### src/design/odr_pkg.sv
// Shared widths, types, codes and helpers for the dead-reckoning estimator.
package odr_pkg;

    localparam int POS_W     = 32;
    localparam int QUAT_W    = 16;
    localparam int ROT_SHIFT = 2 * (QUAT_W - 2);

    // shared multiplier
    localparam int MUL_W  = 32;
    localparam int PROD_W = 2 * MUL_W;

    // sum of squared deltas and its root
    localparam int SUM_W     = 2 * POS_W + 2;
    localparam int ROOT_W    = SUM_W / 2;
    localparam int ISQ_CNT_W = $clog2(ROOT_W + 1);

    // rotation column, product accumulator, scaled term, estimate sum
    localparam int COL_W     = 2 * QUAT_W + 3;
    localparam int CMAG_W    = COL_W - 1;
    localparam int ACC_W     = ROOT_W + CMAG_W + 1;
    localparam int TERM_W    = ACC_W - ROT_SHIFT + 1;
    localparam int EST_SUM_W = TERM_W + 1;

    localparam int STEP_W = 4;

    typedef logic signed [POS_W-1:0]  pos_t;
    typedef logic signed [QUAT_W-1:0] quat_t;
    typedef logic signed [COL_W-1:0]  col_t;
    typedef logic signed [TERM_W-1:0] term_t;

    // function codes
    localparam logic FUNC_IMU  = 1'b0;
    localparam logic FUNC_ODOM = 1'b1;

    // quaternion component slots
    localparam logic [1:0] QI_X = 2'd0;
    localparam logic [1:0] QI_Y = 2'd1;
    localparam logic [1:0] QI_Z = 2'd2;
    localparam logic [1:0] QI_W = 2'd3;

    // quaternion product slots, in issue order
    localparam logic [STEP_W-1:0] PR_YY = 4'd0;
    localparam logic [STEP_W-1:0] PR_ZZ = 4'd1;
    localparam logic [STEP_W-1:0] PR_XY = 4'd2;
    localparam logic [STEP_W-1:0] PR_WZ = 4'd3;
    localparam logic [STEP_W-1:0] PR_XZ = 4'd4;
    localparam logic [STEP_W-1:0] PR_WY = 4'd5;

    // partial products of length * |coef| (length half, coef half)
    localparam logic [1:0] PP_LO_LO = 2'd0;
    localparam logic [1:0] PP_LO_HI = 2'd1;
    localparam logic [1:0] PP_HI_LO = 2'd2;
    localparam logic [1:0] PP_HI_HI = 2'd3;

    // sequencer step counts (last issue + one drain step)
    localparam logic [STEP_W-1:0] SQ_STEPS    = 4'd3;
    localparam logic [STEP_W-1:0] COL_STEPS   = 4'd6;
    localparam logic [STEP_W-1:0] SCALE_STEPS = 4'd12;

    localparam quat_t             QUAT_ONE   = QUAT_W'(1) << (QUAT_W - 2);
    localparam col_t              ROT_ONE    = COL_W'(1) << ROT_SHIFT;
    localparam logic [ACC_W-1:0]  ROUND_HALF = ACC_W'(1) << (ROT_SHIFT - 1);
    localparam logic signed [EST_SUM_W-1:0] SAT_HI =
        EST_SUM_W'({1'b0, {(POS_W-1){1'b1}}});
    localparam logic signed [EST_SUM_W-1:0] SAT_LO = ~SAT_HI;
    localparam pos_t POS_MAX = {1'b0, {(POS_W-1){1'b1}}};
    localparam pos_t POS_MIN = {1'b1, {(POS_W-1){1'b0}}};

    typedef enum logic [6:0] {
        S_IDLE  = 7'b0000001,
        S_SQ    = 7'b0000010,
        S_COL   = 7'b0000100,
        S_ROOT  = 7'b0001000,
        S_SCALE = 7'b0010000,
        S_SUM   = 7'b0100000,
        S_DONE  = 7'b1000000
    } state_t;

    typedef struct packed {
        logic [1:0] a;
        logic [1:0] b;
    } pair_t;

    // operand slots of each quaternion product
    function automatic pair_t col_pair(input logic [STEP_W-1:0] j);
        pair_t pr;
        unique case (j)
            PR_YY:   pr = '{a: QI_Y, b: QI_Y};
            PR_ZZ:   pr = '{a: QI_Z, b: QI_Z};
            PR_XY:   pr = '{a: QI_X, b: QI_Y};
            PR_WZ:   pr = '{a: QI_W, b: QI_Z};
            PR_XZ:   pr = '{a: QI_X, b: QI_Z};
            PR_WY:   pr = '{a: QI_W, b: QI_Y};
            default: pr = '{a: QI_X, b: QI_X};
        endcase
        return pr;
    endfunction

endpackage

### src/design/odr_mul.sv
// Shared unsigned multiplier with a registered product.
module odr_mul (
    input  logic                         clk,
    input  logic [odr_pkg::MUL_W-1:0]    a,
    input  logic [odr_pkg::MUL_W-1:0]    b,
    output logic [odr_pkg::PROD_W-1:0]   p
);

    logic [odr_pkg::PROD_W-1:0] p_reg;
    logic [odr_pkg::PROD_W-1:0] p_next;

    assign p_next = a * b;

    always_ff @(posedge clk)
    begin
        p_reg <= p_next;
    end

    assign p = p_reg;

endmodule

### config.mk
export PLATFORM = sky130hd
export DESIGN_NAME = odr_mul
export DESIGN_NICKNAME = d
export VERILOG_FILES = /design/src/design/odr_pkg.sv /design/src/design/odr_mul.sv
export SDC_FILE = /design/constraint.sdc
export NUM_CORES = 2
export LEC_CHECK = 0
export BUFFER_PORTS_ARGS = -buffer_cell sky130_fd_sc_hd__buf_2
export CORE_ASPECT_RATIO = 1.5
export CORE_MARGIN = 2
export CORE_UTILIZATION = 30
export DETAILED_ROUTE_END_ITERATION = 10
export GPL_TIMING_DRIVEN = 0
export PLACE_DENSITY = 0.46
export REMOVE_ABC_BUFFERS = 1
export SYNTH_ARGS = -nofsm -noshare
export SYNTH_HDL_FRONTEND = slang
export SYNTH_SLANG_ARGS = --single-unit
### constraint.sdc
create_clock -name clk -period 22.2 [get_ports clk]
set_input_delay 4.44 -clock clk [delete_from_list [all_inputs] [get_ports clk]]
set_output_delay 4.44 -clock clk [all_outputs]
set_load 0.01 [all_outputs]
## Word level (Yosys, flattened, before mapping)

Index checks and enable logic that the tools add are counted.

- Output and inout bits: 64
- Word-level logic and storage cells: 2
- Bits in registers: 64
- Bits of input ports: 65

- Multiply operators: 1

Operator list:

| cell | number |
|---|---|
| $mul 32x32->64 | 1 |

## Logic depth before layout (Yosys ltp)

- Word-level depth: 1
- Depth in mapped cells: 29
- Gate-level depth less buffers: 27

## Least setup slack after synthesis

Ideal clock, no wire load.

- Path kind: in2reg
- Start: input a[25] (netlist bit)
- End: register p_reg, in the netlist p[62]
- Setup slack: 11.012 ns
- Path buffers: 2
- Stages on the path: 25
- Data arrival time: 11.116 ns
- Library setup time: 0.072 ns
- Cells stage by stage: clkbuf_1 > nand2_1 > fa_1 > inv_1 > fa_1 > inv_1 > fa_1 > inv_1 > fa_1 > fa_1 > fa_1 > fa_1 > inv_1 > fa_1 > inv_1 > ha_1 > buf_2 > nand4_1 > or4_1 > or3_1 > a31oi_1 > a31o_2 > a211oi_1 > o21ai_1 > xor2_1

- Word-level cells in the longest chain between the ends: 1

RTL lines:

| item | line | text |
|---|---|---|
| from (decl) | odr_mul.sv:4 | `input logic [odr_pkg::MUL_W-1:0] a,` |
| $mul 32x32->64 | odr_mul.sv:12 | `assign p_next = a * b;` |
| via p_next (one bit) | odr_mul.sv:10 | `logic [odr_pkg::PROD_W-1:0] p_next;` |
| to (signal assigned) | odr_mul.sv:16 | `p_reg <= p_next;` |
| to (decl) | odr_mul.sv:9 | `logic [odr_pkg::PROD_W-1:0] p_reg;` |

The timed path passes the listed nets, and every way through them passes these cells.

## Worst setup path after layout

- Start: input a[26] (netlist bit)
- End: register p_reg, in the netlist p[62]

Same word-level chain as after synthesis.

==> qor.yml <==
wl_met2_mm: 66.06
firstDrtPassIters: 5
maxCapViolations: 0
dieArea_mm2: 0.1182
wl_met3_mm: 3.049
num_io_pins: 129
holdBufCountCts: 0
finalWeightedCongestion: 0.8307
holdPathStages: 2
area_delta_synth_final_pct: 5.748
synth_fa_ha_area_frac: 0.6130
synth_xor_area_frac: 0.01492
synth_top_cell_by_area: "fa_1"
gr-usage-all-layers: 0.1994
drv_slew: 0
fin_area_mm2: 0.03662
dp.cells: 5199
met1_length_mm: 39.52
rsz0062_at_grt: "false"
instances_no_fill: 5217
htreeDepth: 3
grt_overflow_total: 0
grt_pass1_vias: 28166
vias: 24618
vias_per_cell: 4.719
hold_path_class: "input port to flop"
synth-compound-area-share: 0.03917
crit_arrival_ns: 13.07
synthArstFlopShare: 0
worst_slew_pin_slew_ns: 1.101
dp_hpwl_mm: 83.25
fill_cells: 12310
antenna_found_initial: 4
synth_warnings: 0
synth_area_leaders: "fa_1 (52%), and2_1 (11%), ha_1 (9.5%), inv_1 (9.4%), nand2_1 (5.2%)"
finalSetupViolCount: 0
drtIter0Drc: 871
grt_pass1_wl_mm: 173.1
finalHoldViolations: 0
die_x_um: 281.4
post-cts-setup-buffers: 0
drc: 0
die_h_um: 420.1
netlist.area_leader.share: 0.5180
root_buffer: "clkbuf_16"
synthesis.area_per_instance_um2: 9.215
fmax_mhz: 78.33
layout-drive-gt1-share: 0.04218
ctsResizeCount: 0
wl_per_cell_um: 21.54
synth_ff_type: "dfxtp_1"
core-area_mm2: 0.1145
period_share: 0.5751
drt-total-wl_mm: 112.4
synthCells: 3758
clockBufferDepth: 2
ys_types: 56
nets: 4894
status: "finished, final reports clean"
synth_mux_area_frac: 0.0002890
cp_data_required_time_ns: 22.50
synth_edf_count: 0
port-buffer-count: 128
cts_made_buffers: 9
synth_top_family_by_area: "adder cells"
synth-simple-area-share: 0.1771
clock-sinks: 64
finalCriticalPeriod_ns: 12.77
top_layer_used: "met4"
tns_ns: 0
worstSetupPathType: "input port to flop"
start_kind: "input port"
grt_max_degree: 33
largest_reg_flops: 64
initial_core_util: 0.3025
endpoint_kind: "flop"
critPathMaxFanout: 32
layout_commonest_cell: "fa_1"
relSlewSlack: 0.2662
hold_ws_ns: 4.769
post_dp_cell_area_mm2: 0.03633
layout_common_cells: "fa_1 (896), inv_1 (863), and2_1 (603)"
ys_seq_area_frac: 0.03700
ys_ff_latch: 64
synth_area_mm2: 0.03463
cts_tree: "done"
clk_pin_slew_ns: 0.07
drtAntennaViolNets: 0
rows: 152
layout make-up:
type	count	area, um2	area share
multi-input cells	2604	29240	0.7986
inverters	863	3239	0.08846
well taps	1540	1927	0.05262
flip-flops and latches	64	1281	0.03499
repair buffers	128	640.6	0.01749
clock buffers	10	239.0	0.006526
clock inverters	6	43.79	0.001196
diodes	2	5.005	0.0001367
through the flow:
| step | worst slack (ns) | utilization |
|---|---|---|
| finish | 9.433 | 0.3199 |
| global route | 8.994 | 0.3198 |
| CTS | 9.373 | 0.3198 |
| detailed placement | 9.003 | 0.3173 |
| global placement | 8.932 | 0.3173 |
| floorplan | 11.30 | - |
final timing paths:
path,end,from,slack [ns]
hold / removal,p[0]$_DFF_P_,b[0],4.77
setup / recovery,p[62]$_DFF_P_,a[26],9.43
kinds of logic after synthesis:
kind of cell / Yosys count
fa+ha+maj: 1159
simple gates: 1180
buf+inv: 1090
compound gates: 205
mux: 1
flops: 64
xor+xnor: 59
cell usage after synthesis (all sizes together), types with 2 or more instances:
cell       n
nand4     24
a211oi     4
nand2    478
a311oi     3
xnor2     33
and4       4
a31oi     12
o211ai     3
or3        5
a41oi      2
o21bai    10
nor3       5
nand3     12
o311a      2
o21ai     30
a21o      37
or2        4
inv      863
o21a       8
o2111ai    2
dfxtp     64
xor2      26
o31ai      2
a221oi     2
buf       11
ha       263
a21boi     3
and3b      2
and3      14
clkbuf   216
o2bb2ai    2
nand2b     2
or4        3
o221ai     3
nor2      21
a221o      4
and2     603
fa       896
a21oi     70
critical path, cell delays in order:
cell      delay [ns]
buf_2           0.75
and2_1          0.27
fa_1            0.43
fa_1            0.74
inv_1           0.12
fa_1            0.54
inv_1           0.05
fa_1            0.52
inv_1           0.06
fa_1            0.49
inv_1           0.11
fa_1            0.43
fa_1            0.49
inv_1           0.05
fa_1            0.47
inv_1           0.05
ha_1            0.43
nand4_1         0.24
or4_1           0.47
or3_1           0.37
a31oi_1         0.64
a31o_2          0.32
a211oi_1        0.14
o21ai_1         0.22
xor2_1          0.16
layer usage:
layer | global-route usage | up-vias
met2 | 0.4100 | 473
met5 | 0 | -
li1 | - | 10696
met3 | 0.01615 | 162
met4 | 0.06212 | 0
met1 | 0.2086 | 13287
Power is not shown: default switching activity piles up to over one toggle a cycle in this logic, so the estimate is an artifact.
