===== src/design/odr_pkg.sv =====
// Shared widths, types, codes and helpers for the dead-reckoning estimator.
package odr_pkg;

    localparam int POS_W     = 32;
    localparam int QUAT_W    = 16;
    localparam int ROT_SHIFT = 2 * (QUAT_W - 2);

    // shared multiplier
    localparam int MUL_W  = 32;
    localparam int PROD_W = 2 * MUL_W;

    // sum of squared deltas and its root
    localparam int SUM_W     = 2 * POS_W + 2;
    localparam int ROOT_W    = SUM_W / 2;
    localparam int ISQ_CNT_W = $clog2(ROOT_W + 1);

    // rotation column, product accumulator, scaled term, estimate sum
    localparam int COL_W     = 2 * QUAT_W + 3;
    localparam int CMAG_W    = COL_W - 1;
    localparam int ACC_W     = ROOT_W + CMAG_W + 1;
    localparam int TERM_W    = ACC_W - ROT_SHIFT + 1;
    localparam int EST_SUM_W = TERM_W + 1;

    localparam int STEP_W = 4;

    typedef logic signed [POS_W-1:0]  pos_t;
    typedef logic signed [QUAT_W-1:0] quat_t;
    typedef logic signed [COL_W-1:0]  col_t;
    typedef logic signed [TERM_W-1:0] term_t;

    // function codes
    localparam logic FUNC_IMU  = 1'b0;
    localparam logic FUNC_ODOM = 1'b1;

    // quaternion component slots
    localparam logic [1:0] QI_X = 2'd0;
    localparam logic [1:0] QI_Y = 2'd1;
    localparam logic [1:0] QI_Z = 2'd2;
    localparam logic [1:0] QI_W = 2'd3;

    // quaternion product slots, in issue order
    localparam logic [STEP_W-1:0] PR_YY = 4'd0;
    localparam logic [STEP_W-1:0] PR_ZZ = 4'd1;
    localparam logic [STEP_W-1:0] PR_XY = 4'd2;
    localparam logic [STEP_W-1:0] PR_WZ = 4'd3;
    localparam logic [STEP_W-1:0] PR_XZ = 4'd4;
    localparam logic [STEP_W-1:0] PR_WY = 4'd5;

    // partial products of length * |coef| (length half, coef half)
    localparam logic [1:0] PP_LO_LO = 2'd0;
    localparam logic [1:0] PP_LO_HI = 2'd1;
    localparam logic [1:0] PP_HI_LO = 2'd2;
    localparam logic [1:0] PP_HI_HI = 2'd3;

    // sequencer step counts (last issue + one drain step)
    localparam logic [STEP_W-1:0] SQ_STEPS    = 4'd3;
    localparam logic [STEP_W-1:0] COL_STEPS   = 4'd6;
    localparam logic [STEP_W-1:0] SCALE_STEPS = 4'd12;

    localparam quat_t             QUAT_ONE   = QUAT_W'(1) << (QUAT_W - 2);
    localparam col_t              ROT_ONE    = COL_W'(1) << ROT_SHIFT;
    localparam logic [ACC_W-1:0]  ROUND_HALF = ACC_W'(1) << (ROT_SHIFT - 1);
    localparam logic signed [EST_SUM_W-1:0] SAT_HI =
        EST_SUM_W'({1'b0, {(POS_W-1){1'b1}}});
    localparam logic signed [EST_SUM_W-1:0] SAT_LO = ~SAT_HI;
    localparam pos_t POS_MAX = {1'b0, {(POS_W-1){1'b1}}};
    localparam pos_t POS_MIN = {1'b1, {(POS_W-1){1'b0}}};

    typedef enum logic [6:0] {
        S_IDLE  = 7'b0000001,
        S_SQ    = 7'b0000010,
        S_COL   = 7'b0000100,
        S_ROOT  = 7'b0001000,
        S_SCALE = 7'b0010000,
        S_SUM   = 7'b0100000,
        S_DONE  = 7'b1000000
    } state_t;

    typedef struct packed {
        logic [1:0] a;
        logic [1:0] b;
    } pair_t;

    // operand slots of each quaternion product
    function automatic pair_t col_pair(input logic [STEP_W-1:0] j);
        pair_t pr;
        unique case (j)
            PR_YY:   pr = '{a: QI_Y, b: QI_Y};
            PR_ZZ:   pr = '{a: QI_Z, b: QI_Z};
            PR_XY:   pr = '{a: QI_X, b: QI_Y};
            PR_WZ:   pr = '{a: QI_W, b: QI_Z};
            PR_XZ:   pr = '{a: QI_X, b: QI_Z};
            PR_WY:   pr = '{a: QI_W, b: QI_Y};
            default: pr = '{a: QI_X, b: QI_X};
        endcase
        return pr;
    endfunction

endpackage


===== src/design/odr_isqrt.sv =====
// Iterative integer square root, one root bit per cycle.
module odr_isqrt (
    input  logic                          clk,
    input  logic                          rst_n,
    input  logic                          start,
    input  logic [odr_pkg::SUM_W-1:0]     rad,
    output logic                          busy,
    output logic [odr_pkg::ROOT_W-1:0]    root
);

    localparam int REM_W = odr_pkg::ROOT_W + 2;
    localparam int SH_W  = REM_W + 2;

    logic [odr_pkg::SUM_W-1:0]      rad_reg;
    logic [REM_W-1:0]               rem_reg;
    logic [odr_pkg::ROOT_W-1:0]     q_reg;
    logic [odr_pkg::ISQ_CNT_W-1:0]  cnt_reg;

    logic [SH_W-1:0] shifted;
    logic [SH_W-1:0] trial;
    logic [SH_W-1:0] diff;
    logic            take;

    assign busy = (cnt_reg != '0);
    assign root = q_reg;

    // bring down the next two radicand bits, try appending a one
    always_comb
    begin
        shifted = {rem_reg, rad_reg[odr_pkg::SUM_W-1 -: 2]};
        trial   = SH_W'({q_reg, 2'b01});
        take    = (shifted >= trial);
        diff    = shifted - trial;
    end

    always_ff @(posedge clk or negedge rst_n)
    begin
        if (!rst_n)
        begin
            cnt_reg <= '0;
        end
        else if (start)
        begin
            cnt_reg <= odr_pkg::ISQ_CNT_W'(odr_pkg::ROOT_W);
        end
        else if (busy)
        begin
            cnt_reg <= cnt_reg - odr_pkg::ISQ_CNT_W'(1);
        end
    end

    always_ff @(posedge clk)
    begin
        if (start)
        begin
            rad_reg <= rad;
            rem_reg <= '0;
            q_reg   <= '0;
        end
        else if (busy)
        begin
            rad_reg <= {rad_reg[odr_pkg::SUM_W-3:0], 2'b00};
            rem_reg <= take ? diff[REM_W-1:0] : shifted[REM_W-1:0];
            q_reg   <= {q_reg[odr_pkg::ROOT_W-2:0], take};
        end
    end

endmodule


===== config.mk =====
export PLATFORM = sky130hd
export DESIGN_NAME = odr_isqrt
export DESIGN_NICKNAME = d
export VERILOG_FILES = /design/src/design/odr_pkg.sv /design/src/design/odr_isqrt.sv
export SDC_FILE = /design/constraint.sdc
export NUM_CORES = 1
export LEC_CHECK = 0
export BUFFER_PORTS_ARGS = -buffer_cell sky130_fd_sc_hd__buf_2
export CAP_MARGIN = 20
export CORE_ASPECT_RATIO = 0.5
export CORE_MARGIN = 8
export CORE_UTILIZATION = 58
export DETAILED_ROUTE_END_ITERATION = 10
export GPL_TIMING_DRIVEN = 0
export PLACE_DENSITY_LB_ADDON = 0.12
export SYNTH_ARGS = -nofsm -noshare
export SYNTH_HDL_FRONTEND = slang
export SYNTH_SLANG_ARGS = --single-unit

===== constraint.sdc =====
create_clock -name clk -period 4.1 [get_ports clk]
set_input_delay 0.82 -clock clk [delete_from_list [all_inputs] [get_ports clk]]
set_output_delay 0.82 -clock clk [all_outputs]
set_load 0.05 [all_outputs]

=== Yosys cells after proc, flatten, opt, wreduce, memory -nomap -nowiden ===
Index checks and enable logic that the tools add are counted.

* Register bits: 140
* Input port bits: 69
* Output and inout bits: 34
* Word-level logic and storage cells: 14

* Add/sub/neg operators: 2
* Magnitude comparators: 1
* Mux-type cells: 5
* Reductions and logical operators: 2

{| class="wikitable"
|+ Operators with widths
! operator !! count
|-
| two-way mux 66 bit || 2
|-
| >= comparator 37 x 35 -> 1 bit || 1
|-
| two-way mux 35 bit || 1
|-
| subtractor 35 bit || 1
|-
| two-way mux 6 bit || 2
|-
| nonzero test 6 bit || 1
|-
| subtractor 6 x 1 -> 6 bit (second input constant) || 1
|-
| nonzero test 2 bit || 1
|}

=== Longest topological paths before layout ===
Gate-level depths: netlist (run 1).

* Depth in word-level cells: 3
* Mapped depth: 13
* Depth with buffers taken out: 10

=== Worst setup path after synthesis (run 1) ===
OpenSTA, ideal clock, no wires.

* Path type: register to register
* From: reg cnt_reg[0] in the netlist's numbering
* To: reg rad_reg[0] in the netlist's numbering (enable)
* Setup time: 0.549 ns
* Arrival: 2.895 ns
* Data required time: 3.551 ns
* Path slack: 0.656 ns
* Stages on the path, launching flop included: 9
* Path buffers: 1
* Period minus slack after synthesis: 3.444 ns
* Cell sequence: dfrtp_1 inv_1 ha_1 nand2b_1 nor4_2 clkinv_1 nor2_1 clkbuf_1 inv_1

* Longest elaborated chain between the ends: 2

{| class="wikitable"
|+ RTL lines
! element !! RTL line !! source
|-
| from (decl) || odr_isqrt.sv:17 || <nowiki>logic [odr_pkg::ISQ_CNT_W-1:0] cnt_reg;</nowiki>
|-
| from (signal assigned) || odr_isqrt.sv:44 || <nowiki>cnt_reg <= odr_pkg::ISQ_CNT_W'(odr_pkg::ROOT_W);</nowiki>
|-
| from (signal assigned) || odr_isqrt.sv:48 || <nowiki>cnt_reg <= cnt_reg - odr_pkg::ISQ_CNT_W'(1);</nowiki>
|-
| nonzero test 6 bit || odr_isqrt.sv:24 || <nowiki>assign busy = (cnt_reg != '0);</nowiki>
|-
| nonzero test 2 bit (no line) || -- ||
|-
| to (signal assigned) || odr_isqrt.sv:56 || <nowiki>rad_reg <= rad;</nowiki>
|-
| to (signal assigned) || odr_isqrt.sv:62 || <nowiki>rad_reg <= {rad_reg[odr_pkg::SUM_W-3:0], 2'b00};</nowiki>
|-
| to (decl) || odr_isqrt.sv:14 || <nowiki>logic [odr_pkg::SUM_W-1:0] rad_reg;</nowiki>
|}

Every way passes these cells.
A chain may end at the register's enable or synchronous reset.

=== Final worst setup path (run 1) ===
* From: reg cnt_reg[0] in the netlist's numbering
* To: reg rad_reg[8] in the netlist's numbering (enable)

Same word-level chain as after synthesis.

==> metrics.md, run 1 <==
| Metric | Value |
|---|---|
| Status | `complete, no violations` |
| Sequential share of the synthesized area | `44.7%` |
| Initial antenna violation count | `5` |
| Final setup vio count | `0` |
| Worst-Margin Slew | `1.04 ns` |
| Core Rows | `30` |
| TritonCTS buffer count | `17` |
| Die area | `0.0177 mm2` |
| Grt ovf | `0` |
| Post-CTS resize count | `1` |
| Min Tclk post-route | `3.67 ns` |
| Post-synth EDFFs | `between 60 and 70` |
| Layout Nets | `1034` |
| Total Power | `slightly below 7 mW` |
| Final core occ | `68.5%` |
| RSZ-0062 raised after global routing | `no` |
| DRC Markers | `0` |
| Post-CTS Repair Setup Buffers | `0` |
| Syn Std Cell Area | `0.00781 mm2` |
| Slew HR | `30.5%` |
| Net Count, Synth | `912` |
| Fraction of registers with async set/reset | `4.29%` |
| Number of max-cap violations | `0` |
| First-pass GRT wire length | `approximately 33000 um` |
| Fmax | `around 0.27 GHz` |
| GRT Total Usage | `23.1%` |
| CP startpoint kind | `flip-flop` |
| Cell count after synthesis | `807` |
| Worst-path clk slew | `around 0.06 ns` |
| Max clock buf depth | `2` |
| CORE AREA | `0.0134 mm2` |
| Port bufs | `102` |
| Largest net degree at the start of global routing | `47` |
| Final WL | `20500 um` |
| Fin Clk Skew | `between 0.01 and 0.015 ns` |
| Number of flip-flops in the largest register | `66` |
| Hold Crit Class | `in -> async` |
| Drt pass-1 iters | `6` |
| Crit path DAT | `3.83 ns` |
| Die W | `180 um` |
| WP data required | `4.26 ns` |
| Antenna Nets Post-Route | `0` |
| Syn avg cell area | `9.67 um2` |
| Yosys cell types | `63` |
| FF-to-FF setup slack | `0.43 ns` |
| Die height | `98.0 um` |
| Fin. max-slew vios | `0` |
| Vias per std cell | `5.86` |
| Worst skew pair latency | `0.43 ns` |
| Number of global-route vias before repair | `6477` |
| Final Cycle Share | `89.6%` |
| Layout area overhead | `17.2%` |
| Crit path max fanout | `46` |
| IO Pins | `103` |
| Synth Warn # | `0` |
| Max VDD drop | `381 uV` |
| Root buffer cell | `clkbuf_16` |
| Final HPWL DP | `roughly 15000 um` |
| Gpl congestion | `between 0.9 and 1` |
| Starting density of the core | `58.4%` |
| Commonest non-fill, non-tap cell in the layout | `nand2_1` |
| Vias | `6556` |
| CTS sink cnt | `140` |
| Static Leak | `3.69 nW` |
| Power Dens Cells | `750 mW/mm2` |
| Top FF cell, synth | `dfxtp_1` |
| Layout cells sized above 1 | `between 20% and 30%` |
| Drt initial violations | `708` |
| WL/cell | `around 18 um` |
| CTS tree | `built` |
| Fin. Hold Viols | `0` |
| Synthesized flop and latch total | `140` |
| WS Path Type | `reg -> reg` |
| Most frequent cells in the layout | `126 x nand2_1, 105 x buf_2, 79 x a21oi_1, 68 x dfxtp_1` |
| Htree depth | `4` |
| CP endpoint kind | `flip-flop` |
| Hold buffer count at CTS | `0` |
## worst max-delay path, stage by stage, from the launching register on
cell and delay (ns):
dfrtp_1 0.37, inv_1 0.09, ha_1 0.21, nand2b_1 0.15
nor4_4 0.49, clkinv_1 0.29, nor2_2 0.51, clkbuf_1 0.58
inv_2 0.38, buf_12 0.30
## per-stage QoR
| step | TNS [ns] | setup WS (ns) | hold slack [ns] | cells | instance area, um2 |
|---|---|---|---|---|---|
| final | 0 | 0.427 | 0.209 | 1119 | 9150 |
| after global routing | 0 | 0.107 | 0.210 | 1119 | 9150 |
| after CTS | 0 | 0.220 | 0.208 | 1118 | 9140 |
| after detailed placement | -4.03 | -0.0895 | 0.470 | 1086 | 8560 |
| after global placement | -55.03 | -0.836 | 0.465 | 1085 | 8540 |
| after floorplan | 0 | 0.656 | 0.443 | 807 | 7810 |
## logic make-up after synthesis
logic type | synth area share (%)
XOR/XNOR | 2.80
AND/OR/NAND/NOR | 14.2
adder cells (fa/ha/maj) | 5.77
flip-flops | 44.7
AO/OA/AOI/OAI | 17.4
multiplexers | 10.5
buffers and inverters | 4.55
## layout make-up
class | instances | area (um2)
antenna | 1 | 2.50
buffer | 38 | 186
clock buffer | 18 | 429
clock inverter | 14 | 146
fill | 1090 | 4220
inverter | 45 | 169
multi-input combinational | 584 | 3970
sequential | 140 | 3490
tap | 176 | 220
timing repair buffer | 103 | 531
## layer usage
metal	share of wire (%)	vias to the layer above	wire [um]	GRT usage [%]
met2	42	277	8590	34.5
met3	11	38	2290	8.78
met5	0.22	-	46	0
met1	45	3058	9270	31.0
li1	-	3175	-	-
met4	1.4	8	281	6.38
## final timing paths
kind,start,end,cells after the start
max in group asynchronous,rst_n,cnt_reg[5],1
hold reg to reg,root[12],root[12],2
hold / removal,rst_n,cnt_reg[4],1
setup / recovery,cnt_reg[0],rad_reg[8],9
min in group clk,root[12],root[12],2
setup reg to reg,cnt_reg[0],rad_reg[8],9
## synth_stat cells, types with 5 or more instances
cell / instances / share of area (%)
nand2_1: 126 / 6.1
a21oi_1: 79 / 5.1
dfxtp_1: 68 / 17
edfxtp_1: 66 / 25
mux2_2: 66 / 9.5
inv_1: 44 / 2.1
nor2_1: 42 / 2.0
o21ai_0: 38 / 2.4
ha_1: 36 / 5.8
clkbuf_1: 28 / 1.3
nor3_1: 16 / 1.0
a211oi_1: 14 / 1.3
nand4_1: 13 / 1.0
xnor2_1: 13 / 1.5
xor2_1: 12 / 1.3
a311oi_2: 10 / 1.9
mux2i_1: 8 / 1.0
nand3_1: 8 / 0.51
o21a_1: 8 / 0.77
a21o_1: 7 / 0.67
dfrtp_1: 6 / 1.9
a31oi_1: 5 / 0.40
o21bai_1: 5 / 0.48
o31ai_1: 5 / 0.48
## report_power, final
| part | internal [mW] | switching [mW] |
|---|---|---|
| Sequential | 1.72 | 0.154 |
| Clock | 0.817 | 0.713 |
| Combinational | 1.44 | 2.01 |
| Total | 3.98 | 2.88 |
(Power assumes the default switching activity.)
==> run 2: changes to the inputs <==
- REMOVE_ABC_BUFFERS: default -> 1
==> run 2 against run 1 <==
  * Non-clock buffer count shrank 34
  * Die area is the same
  * Flip-flop and latch count is the same
  * Cell area shrank 0.83%
  * Sequential power is essentially flat
  * Wire length shrank 11%
  * Total power shrank 3.0%
  * Sequential share of layout area grew 0.32 points
  * Clock skew shrank 0.0014 ns
  * Utilization shrank 0.57 points
  * Clock-buffer cell count shrank 1
==> metrics.md, run 2 (synthesis gave the netlist of run 1 again) <==
| Metric | Value |
|---|---|
| Status | `complete, no violations (unchanged)` |
| Internal power | `3.94 mW (was 3.98 mW)` |
| WP data required | `3.28 ns (was 4.26 ns)` |
| Root buffer cell | `clkbuf_16 (unchanged)` |
| Fin. Hold Viols | `0 (unchanged)` |
| WL met1 | `8310 um (was 9270 um)` |
| Switch share | `40.9% (was 42.0%)` |
| Final setup vio count | `0 (unchanged)` |
| Post-route setup slack | `0.591 ns (was 0.427 ns)` |
| Number of flip-flops in the largest register | `66 (unchanged)` |
| CORE AREA | `0.0134 mm2 (unchanged)` |
| Htree depth | `4 (unchanged)` |
| Antenna Nets Post-Route | `0 (unchanged)` |
| Setup TNS | `0 ns (unchanged)` |
| Buffers and inverters on the worst path | `4 (was 5)` |
| Die area | `0.0177 mm2 (unchanged)` |
| Met3 WL post-DR | `1600 um (was 2290 um)` |
| Worst-Margin Slew | `1.02 ns (was 1.04 ns)` |
| Starting density of the core | `58.4% (unchanged)` |
| Hold_ws | `0.212 ns (was 0.209 ns)` |
| Worst-path clk slew | `0.06 ns (about the same)` |
| Hold Crit Class | `in -> async (unchanged)` |
| Layout area overhead | `16.2% (was 17.2%)` |
| Post-place setup slack | `0.0394 ns (was -0.0895 ns)` |
| Number of max-cap violations | `0 (unchanged)` |
| Most frequent cells in the layout | `126 x nand2_1, 101 x buf_2, 79 x a21oi_1, 68 x dfxtp_1 (was 126 x nand2_1, 105 x buf_2, 79 x a21oi_1, 68 x dfxtp_1)` |
| Crit-path leading delay family | `buffers and inverters (unchanged)` |
| Worst skew pair latency | `0.42 ns (was 0.43 ns)` |
| Port bufs | `102 (unchanged)` |
| Min Tclk post-route | `3.51 ns (was 3.67 ns)` |
| Die height | `98.0 um (unchanged)` |
| Placed cell count | `1052 (was 1086)` |
| CP startpoint kind | `flip-flop (unchanged)` |
| Total Power | `6.65 mW (was 6.86 mW)` |
| Fmax | `0.285 GHz (was 0.272 GHz)` |
| Final non-filler cell total | `1085 (was 1119)` |
| Drt pass-1 iters | `6 (unchanged)` |
| Max VDD drop | `317 uV (was 381 uV)` |
| Core Rows | `30 (unchanged)` |
| TritonCTS buffer count | `17 (unchanged)` |
| Static Leak | `3.67 nW (was 3.69 nW)` |
| CTS sink cnt | `140 (unchanged)` |
| Power Dens Cells | `733 mW/mm2 (was 750 mW/mm2)` |
| Grt ovf | `0 (unchanged)` |
| DR WL met2 | `7990 um (was 8590 um)` |
| Gpl congestion | `0.858 (was 0.963)` |
| GRT Total Usage | `20.5% (was 23.1%)` |
| WS Path Type | `reg -> out (was reg -> reg)` |
| Hold buffer count at CTS | `0 (unchanged)` |
| Fin. max-slew vios | `0 (unchanged)` |
| FF+latch area | `0.00349 mm2 (unchanged)` |
| Clk pwr share | `23.8% (was 22.3%)` |
| Logic pwr share | `48.1% (was 50.3%)` |
| Net Sw Power | `2.72 mW (was 2.88 mW)` |
| Top sig layer | `met5 (unchanged)` |
| Slew HR | `31.9% (was 30.5%)` |
| Fin Clk Skew | `0.0104 ns (was 0.0118 ns)` |
| CTS tree | `built (unchanged)` |
| Layout cells sized above 1 | `25.3% (was 24.5%)` |
| RSZ-0062 raised after global routing | `no (unchanged)` |
| Final WL | `18200 um (was 20500 um)` |
| CP endpoint kind | `output pin (was flip-flop)` |
| FF-to-FF setup slack | `0.70 ns (was 0.43 ns)` |
| Filler instances | `1115 (was 1090)` |
| Critical path's slowest cell | `nor4_4 (was clkbuf_1)` |
| Layout Nets | `1000 (was 1034)` |
| Initial antenna violation count | `4 (was 5)` |
| Commonest non-fill, non-tap cell in the layout | `nand2_1 (unchanged)` |
| Final core occ | `67.9% (was 68.5%)` |
| Sequential Power Share | `28.1% (was 27.4%)` |
| Crit path max fanout | `40 (was 46)` |
| Cell breakdown of the critical path | `inv_1 > ha_1 > nand2b_1 > nor4_4 > inv_4 > buf_12 > buf_2 (was inv_1 > ha_1 > nand2b_1 > nor4_4 > clkinv_1 > nor2_2 > clkbuf_1 > inv_2 > buf_12)` |
| Footprint of the multi-input gates | `0.00398 mm2 (was 0.00397 mm2)` |
| DRC Markers | `0 (unchanged)` |
| Final HPWL DP | `12600 um (was 14700 um)` |
| Vias | `6320 (was 6556)` |
| Max clock buf depth | `2 (unchanged)` |
| Post-DP Area | `0.00846 mm2 (was 0.00856 mm2)` |
| WL/cell | `16.7 um (was 18.3 um)` |
| IO Pins | `103 (unchanged)` |
| Largest net degree at the start of global routing | `75 (was 47)` |
| Vias per std cell | `5.82 (was 5.86)` |
| Die W | `180 um (unchanged)` |
| Largest stage delay, worst path | `0.61 ns (was 0.58 ns)` |
| First-pass GRT wire length | `30100 um (was 33200 um)` |
| Drt initial violations | `409 (was 708)` |
| Final Cycle Share | `85.6% (was 89.6%)` |
| Crit path DAT | `2.69 ns (was 3.83 ns)` |
| Number of global-route vias before repair | `6172 (was 6477)` |
| Fin area | `0.00907 mm2 (was 0.00915 mm2)` |
## run 2: changes by cell type in the layout (fill, tap and decap cells not counted), sizes merged
cell,change
clkbuf,-29
buf,-6
clkinv,+4
inv,-3
bufinv,+1
clkinvlp,-1
## run 2: power groups by stage
stage	registers (mW)	clock network [mW]	logic (mW)
final	1.87	1.58	3.20
after global placement	1.89	0	3.07
after global routing	1.90	1.66	3.53
after CTS	1.87	1.60	3.16
after detailed placement	1.89	0	3.13
after floorplan	1.88	0	2.44
## run 2: layout make-up
type,count,share of cell area [%]
diodes,1,0.0276
clock buffers,17,4.69
clock inverters,15,1.99
inverters,45,1.89
multi-input cells,584,43.8
flip-flops and latches,140,38.5
well taps,176,2.43
repair buffers,107,6.65
## run 2: final timing paths
kind                               end  cells past startpoint       start
max                               busy                      7  cnt_reg[0]
min                         cnt_reg[4]                      1       rst_n
max reg2reg                rem_reg[18]                     10     root[2]
min reg2reg                   root[32]                      2    root[32]
max in group asynchronous   cnt_reg[2]                      1       rst_n
min in group clk              root[32]                      2    root[32]
## run 2: metal layers
metal / vias up / GRT usage [%]
li1: 3123 / -
met1: 2963 / 26.1
met2: 192 / 31.8
met3: 34 / 7.97
met4: 8 / 6.63
met5: - / 0
## run 2: worst reg2reg max path: cells and delay by family (launching register included)
family                   cells  cell delay (ns)
AND/OR/NAND/NOR              5             1.67
buffers and inverters        1             0.07
adder cells (fa/ha/maj)      1             0.25
AO/OA/AOI/OAI                3             0.94
flip-flops                   1             0.39
## run 2: what timing repair did
| action | 4_1_cts | 5_1_grt |
|---|---|---|
| endpoints found under the hold margin | 0 | 0 |
| setup endpoints to repair | 0 | 67 |
| buffers inserted | 0 | 0 |
| gates resized for setup | 0 | 2 |
==> run 3: changes to the inputs <==
- CORE_UTILIZATION: 58 -> 60
- clock period: 4.1 -> 4.46 ns (I/O delays scaled with it)
==> run 3 against run 2 <==
  * Sequential share of layout area increased by 0.16 points
  * Non-clock buffer count unchanged
  * Via count increased by 0.16%
  * Critical path depth increased by 2
  * Combinational power decreased by 7.5%
  * Clock skew about the same
  * Utilization increased by 3.2 points
  * First-iteration DRC count increased by 22%
  * Total power decreased by 8.4%
==> metrics.md, run 3 (synthesis gave the netlist of run 1 again) <==
| Metric | Value |
|---|---|
| Post-DP Area | `0.00845 mm2 (was 0.00846 mm2)` |
| First-pass GRT wire length | `31300 um (was 30100 um)` |
| Fmax | `roughly 0.26 GHz` |
| Fin area | `0.00903 mm2 (was 0.00907 mm2)` |
| Antenna Nets Post-Route | `0 (unchanged)` |
| Largest net degree at the start of global routing | `84 (was 75)` |
| Worst-path clk slew | `0.06 ns (about the same)` |
| Final WL | `18800 um (was 18200 um)` |
| Fin Clk Skew | `0.0104 ns (about the same)` |
| Number of max-cap violations | `0 (unchanged)` |
| WS Path Type | `reg -> reg (was reg -> out)` |
| Worst-Margin Slew | `0.937 ns (was 1.02 ns)` |
| TritonCTS buffer count | `17 (unchanged)` |
| CP startpoint kind | `flip-flop (unchanged)` |
| DRC Markers | `0 (unchanged)` |
| Root buffer cell | `clkbuf_16 (unchanged)` |
| Reg2Reg Depth | `9 (was 10)` |
| CORE AREA | `0.0127 mm2 (was 0.0134 mm2)` |
| Core Rows | `29 (was 30)` |
| Hold Crit Class | `in -> async (unchanged)` |
| Gpl congestion | `0.906 (was 0.858)` |
| Number of flip-flops in the largest register | `66 (unchanged)` |
| Slew HR | `37.3% (was 31.9%)` |
| CTS sink cnt | `140 (unchanged)` |
| Layout area overhead | `15.7% (was 16.2%)` |
| WP data required | `4.62 ns (was 3.28 ns)` |
| Die area | `0.0171 mm2 (was 0.0177 mm2)` |
| Status | `complete, no violations (unchanged)` |
| Min Tclk post-route | `3.92 ns` |
| FF-to-FF setup slack | `0.54 ns (was 0.70 ns)` |
| Number of global-route vias before repair | `6392 (was 6172)` |
| WL/cell | `17.4 um (was 16.7 um)` |
| Vias per std cell | `5.87 (was 5.82)` |
| GRT Total Usage | `22.0% (was 20.5%)` |
| Total Power | `6.10 mW (was 6.65 mW)` |
| Final core occ | `71.1% (was 67.9%)` |
| Post-CTS resize count | `0 (unchanged)` |
| Max clock buf depth | `2 (unchanged)` |
| Port bufs | `102 (unchanged)` |
| Crit path DAT | `4.07 ns (was 2.69 ns)` |
| RSZ-0062 raised after global routing | `no (unchanged)` |
| CP endpoint kind | `flip-flop (was output pin)` |
| R2R Path End | `rad_reg[59] (was rem_reg[18])` |
| Hold buffer count at CTS | `0 (unchanged)` |
| IO Pins | `103 (unchanged)` |
| Final setup vio count | `0 (unchanged)` |
| Power Dens Cells | `675 mW/mm2 (was 733 mW/mm2)` |
| Grt ovf | `0 (unchanged)` |
| Fin. max-slew vios | `0 (unchanged)` |
| Die height | `96.7 um (was 98.0 um)` |
| Crit path max fanout | `43 (was 40)` |
| CTS tree | `built (unchanged)` |
| Most frequent cells in the layout | `126 x nand2_1, 101 x buf_2, 79 x a21oi_1, 68 x dfxtp_1 (unchanged)` |
| Post-CTS Repair Setup Buffers | `0 (unchanged)` |
| Htree depth | `4 (unchanged)` |
| Static Leak | `3.65 nW (was 3.67 nW)` |
| Drt pass-1 iters | `7 (was 6)` |
| Critical Path Start | `cnt_reg[0] (unchanged)` |
| Drt initial violations | `501 (was 409)` |
| Final HPWL DP | `12700 um (was 12600 um)` |
| Commonest non-fill, non-tap cell in the layout | `nand2_1 (unchanged)` |
| Starting density of the core | `61.5% (was 58.4%)` |
| Vias | `6330 (was 6320)` |
| Final Cycle Share | `87.8%` |
| Initial antenna violation count | `4 (unchanged)` |
| Max VDD drop | `378 uV (was 317 uV)` |
| Die W | `177 um (was 180 um)` |
| R2R Path Start | `cnt_reg[0] (was root[2])` |
| Layout cells sized above 1 | `25.4% (was 25.3%)` |
| Layout Nets | `1000 (unchanged)` |
| Worst skew pair latency | `0.42 ns (about the same)` |
| Fin. Hold Viols | `0 (unchanged)` |
==> run 3: cell count changes in the layout (fill, tap and decap cells not counted) <==
cell,previous run,this run
inv_4,1,0
clkinv_8,2,0
buf_4,1,0
inv_8,7,3
clkinv_1,1,0
clkinv_2,0,1
buf_6,2,3
clkinv_4,4,1
inv_6,0,6
clkinvlp_4,0,3
==> run 3: critical path, stage by stage (launching register included) <==
cell and delay [ns]:
dfrtp_1 0.37, inv_1 0.09, ha_1 0.19, nand2b_1 0.15
nor4_4 0.63, clkinv_2 0.57, buf_12 0.36, nor2_4 0.49
inv_2 0.45, buf_12 0.31
==> run 3: through the flow <==
stage | setup TNS, ns | setup slack (ns) | hold slack [ns] | instances
finish | 0 | 0.545 | 0.284 | 1078
CTS | 0 | 0.134 | 0.283 | 1077
global placement | -717.78 | -6.91 | 0.452 | 1041
global route | 0 | 0.229 | 0.276 | 1077
floorplan | -297.85 | -3.22 | 0.443 | 769
detailed placement | 0 | 0.128 | 0.458 | 1046
==> run 3: cell type report <==
class                   count  area (um2)
multi-input cells         584        3980
fillers                   989        3670
flip-flops and latches    140        3490
repair buffers            107         607
clock buffers              17         425
well taps                 170         213
inverters                  45         170
clock inverters            14         148
diodes                      1        2.50
==> run 3: layer usage <==
layer	vias to the layer above	global-route usage [%]	routed length, um
met4	8	5.86	201
met5	-	0	44
met3	32	9.23	1790
li1	3118	-	-
met1	2964	27.7	8410
met2	208	34.2	8330
==> run 3: how the worst max path moves through the flow <==
stage                   to  slack (ns)  cells after the start
6_report       rad_reg[59]        0.54                      9
5_1_grt        rad_reg[59]        0.23                      9
2_1_floorplan   rad_reg[0]       -3.22                      7
4_1_cts        rad_reg[51]        0.13                      9
3_3_place_gp   rad_reg[65]       -6.91                      7
3_5_place_dp   rad_reg[39]        0.13                      9
==> run 3: power by group <==
| group | total, mW | switching, mW | leakage, nW | internal, mW |
|---|---|---|---|---|
| logic | 2.96 | 1.73 | 2.04 | 1.23 |
| clock network | 1.41 | 0.626 | 0.274 | 0.787 |
| registers | 1.72 | 0.135 | 1.33 | 1.58 |
| total | 6.10 | 2.50 | 3.65 | 3.60 |
